`src/rtl/core/tempo_map_table_assert.svh`:
```
// Assertion macros used by the tempo map RTL.
`ifndef TEMPO_MAP_TABLE_ASSERT_SVH
`define TEMPO_MAP_TABLE_ASSERT_SVH

// Same-cycle implication, checked outside reset.
`define TMT_ASSERT_IMPL(lbl, ante, cons, msg) \
   lbl: assert property (@(posedge clock) disable iff (reset) (ante) |-> (cons)) else $error(msg);

// Next-cycle implication, checked outside reset.
`define TMT_ASSERT_NEXT(lbl, ante, cons, msg) \
   lbl: assert property (@(posedge clock) disable iff (reset) (ante) |=> (cons)) else $error(msg);

`endif

```
`src/rtl/core/tmt_pkg.sv`:
```
// Types, codes and constants of the tempo map table.
package tmt_pkg;
   localparam int DEF_MAX_ENTRIES = 64;
   localparam int MIN_BPM         = 10;
   localparam int MAX_BPM         = 999;
   localparam int MIN_BEATS       = 1;
   localparam int MAX_BEATS       = 32;
   localparam int MAX_BEAT_UNIT   = 64;
   localparam int MS_PER_TICK     = 1250;
   localparam int Q16_SHIFT       = 16;

   localparam int TICK_W      = 31;
   localparam int BPM_W       = 10;
   localparam int NUM_W       = 6;
   localparam int DEN_W       = 7;
   localparam int ELAPSED_W   = 54;
   localparam int PROD_W      = 42;
   localparam int QUOT_W      = PROD_W + Q16_SHIFT;
   localparam int CSR_IDX_W   = 8;
   localparam int CSR_DATA_W  = 16;

   localparam logic [CSR_IDX_W-1:0] CSR_MAP_ACTIVE = 8'd0;
   localparam logic [CSR_IDX_W-1:0] CSR_GLOBAL_TEMPO = 8'd1;
   localparam logic [CSR_IDX_W-1:0] CSR_GLOBAL_NUM = 8'd2;
   localparam logic [CSR_IDX_W-1:0] CSR_GLOBAL_DEN = 8'd3;

   localparam logic [BPM_W-1:0] RST_TEMPO = 10'd140;
   localparam logic [NUM_W-1:0] RST_NUM   = 6'd4;
   localparam logic [DEN_W-1:0] RST_DEN   = 7'd4;

   typedef enum logic [1:0] {
      FN_ADD    = 2'd0,
      FN_REMOVE = 2'd1,
      FN_QUERY  = 2'd2,
      FN_CLEAR  = 2'd3
   } func_type;

   typedef enum logic [1:0] {
      ST_OK        = 2'd0,
      ST_INVALID   = 2'd1,
      ST_FULL      = 2'd2,
      ST_NOT_FOUND = 2'd3
   } status_type;

   typedef struct packed {
      logic [TICK_W-1:0] tick;
      logic              has_tempo;
      logic [BPM_W-1:0]  tempo;
      logic              has_sig;
      logic [NUM_W-1:0]  num;
      logic [DEN_W-1:0]  den;
   } entry_type;

   typedef struct packed {
      logic              start;
      logic [TICK_W-1:0] ticks;
      logic [BPM_W-1:0]  bpm;
   } div_req_type;
endpackage

```
`src/rtl/core/tmt_div.sv`:
```
// Bit-serial segment time unit: floor(ticks * 1250 * 2^16 / bpm).
module tmt_div (
   input  logic                       clock,
   input  logic                       reset,
   input  tmt_pkg::div_req_type       div_req,
   output logic                       div_done,
   output logic [tmt_pkg::QUOT_W-1:0] quotient
);
   import tmt_pkg::*;

   localparam int CNT_W = $clog2(QUOT_W + 1);

   logic              load_ff;
   logic [CNT_W-1:0]  cnt_ff;
   logic              done_ff;
   logic [PROD_W-1:0] prod_ff;
   logic [BPM_W-1:0]  bpm_ff;
   logic [QUOT_W-1:0] n_ff;
   logic [BPM_W-1:0]  rem_ff;
   logic [BPM_W:0]    trial;
   logic              qbit;
   logic [BPM_W:0]    diff;

   assign trial = {rem_ff, n_ff[QUOT_W-1]};
   assign qbit  = (trial >= {1'b0, bpm_ff});
   assign diff  = trial - {1'b0, bpm_ff};

   always_ff @(posedge clock) begin
      if (reset) begin
         load_ff <= 1'b0;
         cnt_ff  <= '0;
         done_ff <= 1'b0;
      end else begin
         load_ff <= div_req.start;
         done_ff <= 1'b0;
         if (load_ff) begin
            cnt_ff <= CNT_W'(QUOT_W);
         end else if (cnt_ff != '0) begin
            cnt_ff  <= cnt_ff - 1'b1;
            done_ff <= (cnt_ff == CNT_W'(1));
         end
      end
   end

   // dividend first goes through one multiply stage, then one quotient bit a cycle
   always_ff @(posedge clock) begin
      if (div_req.start) begin
         prod_ff <= PROD_W'(div_req.ticks) * PROD_W'(MS_PER_TICK);
         bpm_ff  <= (div_req.bpm == '0) ? BPM_W'(1) : div_req.bpm;
      end
      if (load_ff) begin
         n_ff   <= {prod_ff, {Q16_SHIFT{1'b0}}};
         rem_ff <= '0;
      end else if (cnt_ff != '0) begin
         n_ff   <= {n_ff[QUOT_W-2:0], qbit};
         rem_ff <= qbit ? diff[BPM_W-1:0] : trial[BPM_W-1:0];
      end
   end

   assign div_done = done_ff;
   assign quotient = n_ff;
endmodule

```
`config.mk`:
```
export PLATFORM = sky130hd
export DESIGN_NAME = tmt_div
export DESIGN_NICKNAME = d
export VERILOG_FILES = /design/src/rtl/core/tempo_map_table_assert.svh /design/src/rtl/core/tmt_pkg.sv /design/src/rtl/core/tmt_div.sv
export SDC_FILE = /design/constraint.sdc
export NUM_CORES = 1
export LEC_CHECK = 0
export BUFFER_PORTS_ARGS = -buffer_cell sky130_fd_sc_hd__clkbuf_2
export CAP_MARGIN = 20
export CORE_UTILIZATION = 62
export CTS_BUF_LIST = sky130_fd_sc_hd__clkbuf_4 sky130_fd_sc_hd__clkbuf_8
export DETAILED_ROUTE_END_ITERATION = 8
export HOLD_SLACK_MARGIN = 0.1
export PLACE_DENSITY = 0.81
export SETUP_SLACK_MARGIN = 0.2
export SLEW_MARGIN = 20
export SYNTH_ARGS = -nofsm -noshare
export SYNTH_HDL_FRONTEND = slang
export SYNTH_SLANG_ARGS = --single-unit
```
`constraint.sdc`:
```
create_clock -name clock -period 6.2 [get_ports clock]
set_clock_uncertainty 0.2 [all_clocks]
set_input_delay 0 -clock clock [delete_from_list [all_inputs] [get_ports clock]]
set_output_delay 0 -clock clock [all_outputs]
set_load 0.03 [all_outputs]
```
==> impl_metrics.tcl, run 1 <==
set metrics [dict create \
    clkPwrFrac_pct 11.3 \
    worstPathCellList "dlygate4sd3_1, clkbuf_2, inv_1, fa_1, inv_1, ha_1, fa_1, ha_1, inv_1, fa_1, inv_1, ha_1, a211oi_1, o21ai_0, o211ai_1, a311oi_1, o2111ai_1, a21oi_1, a211oi_2, xnor2_1" \
    via_count 7715 \
    cpMostUsedCell "inv_1" \
    drive_gt1_share_pct 13.09 \
    yosysTopAreaCell "edfxtp_1" \
    setup_viol 0 \
    cts_tree "yes" \
    dieArea_sq_mm 0.01735 \
    ir_drop_uv 244.9 \
    path_max_fanout 6 \
    grt_pass1_wl_microns 35430 \
    critPathRequiredTime_ns 6.19 \
    final_nets 1432 \
    num_antenna_cells 0 \
    ctsResizeCount 0 \
    start_util_pct 63.14 \
    crit_arrival_ns 5.10 \
    ios 103 \
    setup_tns_ns 0 \
    cp-endpoint "prod_ff[39]" \
    die_x_microns 131.7 \
    p_per_area_mw_per_mm2 543.6 \
    outcome "completed" \
    ys.warnings.count 0 \
    grt_use_met1_pct 33.71 \
    grt_remaining_overflow 0 \
    p_leak_nw 5.759 \
    grt_max_degree 121 \
    grtUsageMet3_pct 3.434 \
    dp_hpwl_microns 15860 \
    syn_area_per_cell_sq_um 9.760 \
    worst_pin_slew_ns 1.047 \
    crit_path_top_delay_cell "fa_1" \
    first_pass_iters 5 \
    fin_cells 1412 \
    drt_iter0_drc 621 \
    final_max_slew_viol_count 0 \
    p_sw_share_pct 46.44 \
    clockBufferDepth 2 \
    dpl_cell_area_sq_mm 0.01107 \
    post-cts-setup-buffers 0 \
    fin_ws_ns 1.092 \
    p_comb_share_pct 62.6 \
    crit_cells 20 \
    netlist_top_cells_count "inv_1 (197), nand2_1 (129), ha_1 (128)" \
    final_util_pct 71.30 \
    worst-setup-path-type "in -> reg" \
    synth_ff_type "edfxtp_1" \
    r2r-start "bpm_ff[1]" \
    clk-insertion-delay-late_ns 0.44 \
    synth_most_common_cell "inv_1" \
    routabilityCongestion 0.9010 \
    slew_headroom_pct 30.22 \
    max_freq_mhz 195.8 \
    yosysSeqAreaShare_pct 33.29 \
    p_int_w 0.003431 \
    timing.rr.end "rem_ff[4]" \
    cts.sinks 127 \
    syn-instance-count 1069 \
    cts.clk_slew.worst_paths_ns 0.07 \
    critPathBufInv 6 \
    die_h_microns 131.7 \
    ant_nets 0 \
    root_buffer "clkbuf_8" \
    ff2ff_path_depth 10 \
    finalHoldViolCount 0 \
    avgViaCountPerCell 5.464 \
    drc_errors 0 \
    area_growth_pct 12.92 \
    grt_pass1_vias 7588 \
    ys_ff_latch 127 \
    max_stage_delay_ns 0.54 \
    stdcell_area_sq_mm 0.01178 \
    postCtsHoldBufs 30 \
    grt_setup_unrepaired "no" \
    synth.top_cell.area_share_pct 26.77 \
    syn_nets 1322 \
    coreArea_sq_mm 0.01652 \
    min_period_ns 5.108 \
    synthTopCellsByArea "edfxtp_1 (27%), fa_1 (16%), ha_1 (15%)" \
    cts_made_buffers 17 \
    wirelength_microns 20990 \
    async_flop_share_pct 0 \
    cp_top_family "adder cells" \
    met2_usage_pct 43.27 \
    port-buffer-count 102 \
    rows 47 \
    antenna_found_initial 0 \
    cap_violations 0 \
    preCtsSetupSlack_ns 1.141 \
    reg2reg_setup_slack_ns 3.18 \
    netlist_area_sq_mm 0.01043 \
    grt_usage_pct 25.40 \
    h-tree-depth 4 \
    p_switching_w 0.002974 \
    cp-end-kind "register" \
    dp.cells 1349 \
    min_path_type "in -> reg" \
    synth_edf_count 93 \
    ys_types 64 \
    p_seq_share_pct 26.0 \
    busiest_layer "met2" \
    timing.final.crit_share_pct 82.38 \
    critPathLaunchType "primary input" \
    setup.worst_path.start "div_req[15]" \
    wire_per_inst_microns 14.86 \
]
flip-flops by register name, indices dropped and copies added (netlist names):
| register | flops |
|---|---|
| cnt_ff | 6 |
| quotient | 58 |
| load_ff | 1 |
| bpm_ff | 10 |
| prod_ff | 41 |
| div_done | 1 |
| rem_ff | 10 |
layout make-up:
cell class / instances / area [sq um]
multi-input cells: 701 / 6055
fillers: 1257 / 4743
flip-flops and latches: 127 / 3477
repair buffers: 135 / 835.8
inverters: 197 / 739.5
well taps: 220 / 275.3
clock buffers: 20 / 256.5
clock inverters: 12 / 142.6
placed cells by master (no fill, tap or decap), drive strengths merged, types with 3 or more instances in the layout:
cell         instances
inv                198
nand2              129
ha                 128
clkbuf             122
edfxtp              93
fa                  81
o21ai               62
a21oi               56
nor2                46
dfxtp               34
dlygate4sd3         31
xnor2               28
a21o                25
xor2                13
a211oi              13
nor3                11
nand3               11
nand4                9
mux2i                8
a31oi                6
o21a                 6
nor2b                6
clkinv               6
o21bai               5
and3                 5
nand2b               4
o211ai               4
nor4                 3
nor3b                3
bufinv               3
a21boi               3
layer usage:
| layer | vias to the layer above | wire length, microns | share of wire (%) |
|---|---|---|---|
| li1 | 3781 | - | - |
| met1 | 3701 | 9559 | 46 |
| met2 | 196 | 10320 | 49 |
| met3 | 37 | 719 | 3.4 |
| met4 | 0 | 387 | 1.8 |
| met5 | - | 0 | 0 |
per-stage QoR:
stage	hold WS, ns	total power [W]
after floorplan	-0.1284	0.004737
after global placement	-0.006250	0.005515
after detailed placement	-0.006453	0.005627
after CTS	0.1020	0.006386
after global routing	0.1490	0.006960
final	0.1534	0.006405
how the worst min path moves through the flow:
stage,startpoint,endpoint,slack [ns],depth (start not counted)
3_3_place_gp,div_req[4],bpm_ff[4],-0.006,1
4_1_cts,div_req[2],bpm_ff[2],0.10,2
5_1_grt,div_req[13],prod_ff[4],0.15,2
3_5_place_dp,div_req[7],bpm_ff[7],-0.006,1
2_1_floorplan,reset,load_ff,-0.13,1
6_report,div_req[13],prod_ff[4],0.15,2
cells by family after synthesis:
logic type	synth area share (%)
buffers and inverters	8.778
XOR/XNOR	3.442
AND/OR/NAND/NOR	10.58
flip-flops	33.29
adder cells (fa/ha/maj)	30.89
AO/OA/AOI/OAI	12.26
multiplexers	0.7675
worst reg2reg max path: cells and delay by family, from the launching register on:
family,cells,cell delay (ns)
flip-flops,1,0.40
AND/OR/NAND/NOR,1,0.13
buffers and inverters,1,0.07
multiplexers,1,0.18
AO/OA/AOI/OAI,6,1.63
adder cells (fa/ha/maj),1,0.30
power by group through the flow:
stage	clock [W]	combinational, W	sequential [W]
after global routing	0.000768	0.00449	0.00171
after global placement	0	0.00384	0.00168
after CTS	0.000737	0.00398	0.00167
after detailed placement	0	0.00394	0.00169
final	0.000725	0.00401	0.00167
after floorplan	0	0.00279	0.00194
No activity file was read; power rests on OpenSTA's default activity.
==> run 2: changes to the inputs <==
- clock period: 6.2 -> 5.3 ns (I/O delays scaled with it)
==> run 2 against run 1 <==
  * Largest power group unchanged
  * Global-route usage down 0.45 points
  * Sequential cell count unchanged
  * Combinational power up 22%
  * Sequential power up 17%
  * Core utilization up 0.51 points
  * Die area unchanged
  * The run now ends with design-rule violations left
  * Critical endpoint is now prod_ff[40]
==> impl_metrics.tcl, run 2 (synthesized netlist as in run 1, its figures left out) <==
set metrics [dict create \
    root_buffer "clkbuf_8" \
    grt_max_degree 121 \
    cp-end-kind "register" \
    crit_path_top_delay_cell "fa_1" \
    finalHoldViolCount 0 \
    die_x_microns 131.7 \
    ir_drop_uv 348.7 \
    min_path_type "in -> reg" \
    dpl_cell_area_sq_mm 0.01107 \
    worst-setup-path-type "in -> reg" \
    setup_tns_ns 0 \
    p_leak_nw 5.762 \
    grt_pass1_vias 7444 \
    fin_cells 1417 \
    clk-insertion-delay-late_ns 0.43 \
    cpMostUsedCell "inv_1" \
    met2_usage_pct 42.00 \
    busiest_layer "met2" \
    cts_made_buffers 17 \
    via_count 7710 \
    num_antenna_cells 0 \
    max_freq_mhz 201.2 \
    cts.sinks 127 \
    max_stage_delay_ns 0.54 \
    path_max_fanout 6 \
    start_util_pct 63.14 \
    failed_checks "design-rule violations" \
    cts_tree "yes" \
    avgViaCountPerCell 5.441 \
    grtUsageMet3_pct 3.086 \
    wirelength_microns 21020 \
    final_nets 1437 \
    grt_usage_pct 24.95 \
    r2r-start "cnt_ff[2]" \
    slew_headroom_pct 29.04 \
    final_cell_mix "inv_1 (196), nand2_1 (128), ha_1 (124)" \
    p_per_area_mw_per_mm2 644.0 \
    rows 47 \
    worst_pin_slew_ns 1.064 \
    port-buffer-count 102 \
    clockBufferDepth 2 \
    final_common_cell "inv_1" \
    drt_iter0_drc 579 \
    area_growth_pct 13.73 \
    drive_gt1_share_pct 14.04 \
    grt_use_met1_pct 34.05 \
    whs_ns 0.1535 \
    dieArea_sq_mm 0.01735 \
    first_pass_iters 7 \
    critPathLaunchType "primary input" \
    stdcell_area_sq_mm 0.01187 \
    timing.final.crit_share_pct 93.78 \
    h-tree-depth 4 \
    drc_errors 2 \
    cts.clk_slew.worst_paths_ns 0.07 \
    grt_pass1_wl_microns 34930 \
    grt_setup_unrepaired "yes" \
    dp_hpwl_microns 15770 \
    hold_path_startpoint "div_req[1]" \
    num-fill-cells 1208 \
    setup_viol 0 \
    min_period_ns 4.970 \
    wire_per_inst_microns 14.83 \
    grt_remaining_overflow 0 \
    routabilityCongestion 0.8901 \
    cap_violations 0 \
    crit_arrival_ns 4.96 \
    largest_reg_flops 58 \
    die_h_microns 131.7 \
    coreArea_sq_mm 0.01652 \
    setup.worst_path.start "div_req[15]" \
    ant_nets 0 \
    antenna_found_initial 0 \
    critPathRequiredTime_ns 5.29 \
    dp.cells 1349 \
    outcome "finished with violations" \
    ios 103 \
    final_max_slew_viol_count 0 \
    worstPathCellList "dlygate4sd3_1, clkbuf_2, inv_1, fa_1, inv_1, ha_1, fa_1, ha_1, inv_1, fa_1, inv_1, ha_2, o21ai_1, a311o_1, a41oi_2, a21o_1, a31oi_1, a221o_1, xnor2_1" \
]
run 2: final cells by class:
class,count,area (sq um),share of cell area (%)
Clock buffer,17,234.0,1.972
Clock inverter,15,145.1,1.223
Multi-Input combinational cell,701,6122,51.59
Timing Repair Buffer,140,873.3,7.360
Inverter,197,739.5,6.232
Sequential cell,127,3477,29.30
Tap cell,220,275.3,2.320
run 2: where the power goes:
part           internal, W  switching (W)  leakage [nW]
clock network     0.000413       0.000380         0.179
registers          0.00173       0.000225          1.24
logic              0.00192        0.00297          4.34
total              0.00407        0.00358          5.76
run 2: worst paths after layout:
kind | end | slack (ns) | cells past startpoint
worst max register to register | quotient[32] | 2.17 | 3
worst min-delay path | bpm_ff[1] | 0.15 | 2
worst min register to register | quotient[7] | 0.27 | 2
worst max-delay path | prod_ff[40] | 0.33 | 19
run 2: stage by stage:
stage | worst slack (ns) | utilization, % | power (W)
finish | 0.3298 | 71.81 | 0.007642
global route | 0.1620 | 71.81 | 0.008275
CTS | 0.2253 | 71.08 | 0.007444
detailed placement | 0.2573 | 66.97 | 0.006599
global placement | 0.2948 | 66.97 | 0.006456
floorplan | 0.8140 | - | 0.005541
run 2: worst max-delay path, delay by kind of cell:
kind | cells | cell delay [ns]
xor gates and xnor gates | 1 | 0.13
adders and majority gates | 6 | 2.53
buffers and inverters | 6 | 0.92
AOI/OAI and AO/OA | 6 | 1.37
run 2: what timing repair did:
item / 4_1_cts / 5_1_grt
setup endpoints to repair: 0 / 14
gates resized for setup: 0 / 17
endpoints found under the hold margin: 80 / 0
buffers inserted: 0 / 6
hold buffers: 30 / 0
run 2: metal layers:
metal  up-vias  share of wire [%]
li1       3793                  -
met1      3689                 45
met2       201                 49
met3        27                3.9
met4         0                1.6
met5         -                  0
==> run 3: changes to the inputs <==
- ABC_AREA: default -> 1
- CORE_UTILIZATION: 62 -> 63
- PLACE_DENSITY: 0.81 -> 0.82
==> run 3 against run 2 <==
  * The run now ends clean
  * Synthesized cell count up 31%
  * Non-clock buffer count down 7
  * Core utilization rose by 1.2 points
  * Critical path depth is 3 higher
  * Clock-buffer cell count up 3
  * Wire length is 18% higher
  * Via count up 18%
  * Area after synthesis is 7.7% higher
  * Largest power group unchanged
==> impl_metrics.tcl, run 3 <==
set metrics [dict create \
    grt_usage_pct 28.64 \
    top_layer_used "met4" \
    ctsResizeCount 0 \
    syn_nets 1654 \
    met1Wirelength_microns 11140 \
    whs_ns 0.1268 \
    timing.rr.end "quotient[30]" \
    grt_pass1_vias 8785 \
    synth_edf_count 93 \
    clockBufferDepth 2 \
    cts.sinks 127 \
    p_switching_w 0.004042 \
    timing.final.crit_share_pct 86.92 \
    async_flop_share_pct 0 \
    final_common_cell "nand2_1" \
    fin_cells 1760 \
    synthTopCellsByArea "edfxtp_1 (25%), fa_1 (14%), ha_1 (14%)" \
    worst_pin_slew_ns 0.9901 \
    dieArea_sq_mm 0.01838 \
    outcome "completed" \
    critPathLaunchType "primary input" \
    synth_ff_type "edfxtp_1" \
    die_h_microns 135.6 \
    largest_reg_flops 58 \
    path_max_fanout 4 \
    grt_setup_unrepaired "no" \
    drc_errors 0 \
    crit_path_top_delay_cell "fa_1" \
    via_count 9109 \
    p_leak_nw 6.984 \
    cpMostUsedCell "nand2_1" \
    r2r-start "cnt_ff[0]" \
    coreArea_sq_mm 0.01736 \
    setup_tns_ns 0 \
    avgViaCountPerCell 5.176 \
    min_period_ns 4.607 \
    stdcell_area_sq_mm 0.01268 \
    grt_max_degree 74 \
    drive_gt1_share_pct 10.62 \
    clk-insertion-delay-late_ns 0.43 \
    dp_hpwl_microns 19630 \
    hold_path_startpoint "div_req[1]" \
    cp_top_family "adder cells" \
    dpl_cell_area_sq_mm 0.01194 \
    ir_drop_uv 570.8 \
    route.met3.wl_microns 983 \
    ys_ff_latch 127 \
    grt_remaining_overflow 0 \
    min_path_type "in -> reg" \
    routabilityCongestion 0.9924 \
    p_comb_share_pct 63.8 \
    final_cell_mix "nand2_1 (403), inv_1 (300), ha_1 (128)" \
    ys_types 38 \
    die_x_microns 135.6 \
    route.met2.wl_microns 12020 \
    drt_iter0_drc 566 \
    cap_violations 0 \
    num-fill-cells 1362 \
    synth_most_common_cell "nand2_1" \
    grt_pass1_wl_microns 41210 \
    num_antenna_cells 0 \
    final_nets 1775 \
    postCtsHoldBufs 27 \
    reg2reg_setup_slack_ns 2.74 \
    ios 103 \
    p_int_w 0.003983 \
    dp.cells 1701 \
    netlist_top_cells_count "nand2_1 (404), inv_1 (300), ha_1 (128)" \
    clkPwrFrac_pct 12.2 \
    cts_tree "yes" \
    worst-setup-path-type "in -> reg" \
    critPathRequiredTime_ns 5.28 \
    first_pass_iters 6 \
    p_per_area_mw_per_mm2 633.1 \
    synth.top_cell.area_share_pct 24.85 \
    yosysTopAreaCell "edfxtp_1" \
    cp-end-kind "register" \
    crit_arrival_ns 4.59 \
    worstHoldEndpoint "bpm_ff[1]" \
    yosysSeqAreaShare_pct 30.91 \
    max_stage_delay_ns 0.55 \
    wirelength_microns 24760 \
    start_util_pct 64.75 \
    worstPathCellList "dlygate4sd3_1, clkbuf_2, inv_1, fa_1, inv_1, ha_1, fa_1, ha_1, inv_1, fa_1, inv_1, ha_1, nand2_1, inv_1, a21oi_1, nand2_1, nand2_1, nand3_1, nand2_1, nand2_1, nand2_1, nand2_1" \
    root_buffer "clkbuf_8" \
    port-buffer-count 102 \
    area_growth_pct 12.79 \
    slew_headroom_pct 33.76 \
    syn-instance-count 1401 \
    syn_area_per_cell_sq_um 8.022 \
    h-tree-depth 4 \
    max_freq_mhz 217.1 \
    finalHoldViolCount 0 \
    critPathBufInv 7 \
    wire_per_inst_microns 14.07 \
    netlist_area_sq_mm 0.01124 \
    cts.clk_slew.worst_paths_ns 0.08 \
    p_sw_share_pct 50.37 \
    final_max_slew_viol_count 0 \
    ff2ff_path_depth 5 \
    rows 48 \
    ant_nets 0 \
    post-cts-setup-buffers 0 \
    ys.warnings.count 0 \
    min_path_cells 2 \
    antenna_found_initial 0 \
    setup_viol 0 \
    p_seq_share_pct 24.1 \
    cts_made_buffers 17 \
]
run 3: power groups by stage:
stage               Sequential [W]  Clock, W  Combinational, W
floorplan                  0.00225         0           0.00343
global placement           0.00193         0           0.00494
detailed placement         0.00194         0           0.00503
CTS                        0.00193  0.000988           0.00508
global route               0.00197   0.00103           0.00579
finish                     0.00193  0.000977           0.00512
run 3: cells by family (layout without fill, tap and decap cells):
family,count (synthesis),count (layout),synth area share [%]
simple gates,627,627,23.47
compound gates,84,84,4.097
fa+ha+maj,209,209,28.68
flops,127,127,30.91
xor+xnor,21,21,1.637
buf+inv,333,467,11.21
run 3: how the worst max path moves through the flow:
stage	from	to	slack, ns	depth (start not counted)
3_3_place_gp	div_req[18]	prod_ff[39]	0.86	20
4_1_cts	div_req[16]	prod_ff[39]	0.74	22
2_1_floorplan	div_req[14]	prod_ff[34]	1.46	20
5_1_grt	div_req[16]	prod_ff[39]	0.53	22
3_5_place_dp	div_req[25]	prod_ff[39]	0.79	20
6_report	div_req[16]	prod_ff[39]	0.69	22
run 3: routing by layer:
metal	track usage (%)	vias up
met5	0	-
met1	37.19	4213
met4	9.426	0
met3	3.779	44
li1	-	4594
met2	49.26	258
run 3: final cells by class:
type	count	area, sq um	area share [%]
clock buffers	20	262.8	2.073
clock inverters	12	205.2	1.619
inverters	302	1134	8.943
multi-input cells	941	6507	51.34
flip-flops and latches	127	3475	27.41
well taps	225	281.5	2.221
repair buffers	133	810.8	6.396
run 3: per-stage QoR:
stage / setup slack [ns] / total power (W) / util, %
after floorplan: 1.457 / 0.005679 / -
after global placement: 0.8556 / 0.006869 / 68.78
after detailed placement: 0.7859 / 0.006970 / 68.78
after CTS: 0.7410 / 0.007997 / 73.03
after global routing: 0.5316 / 0.008789 / 73.03
final: 0.6930 / 0.008025 / 73.03
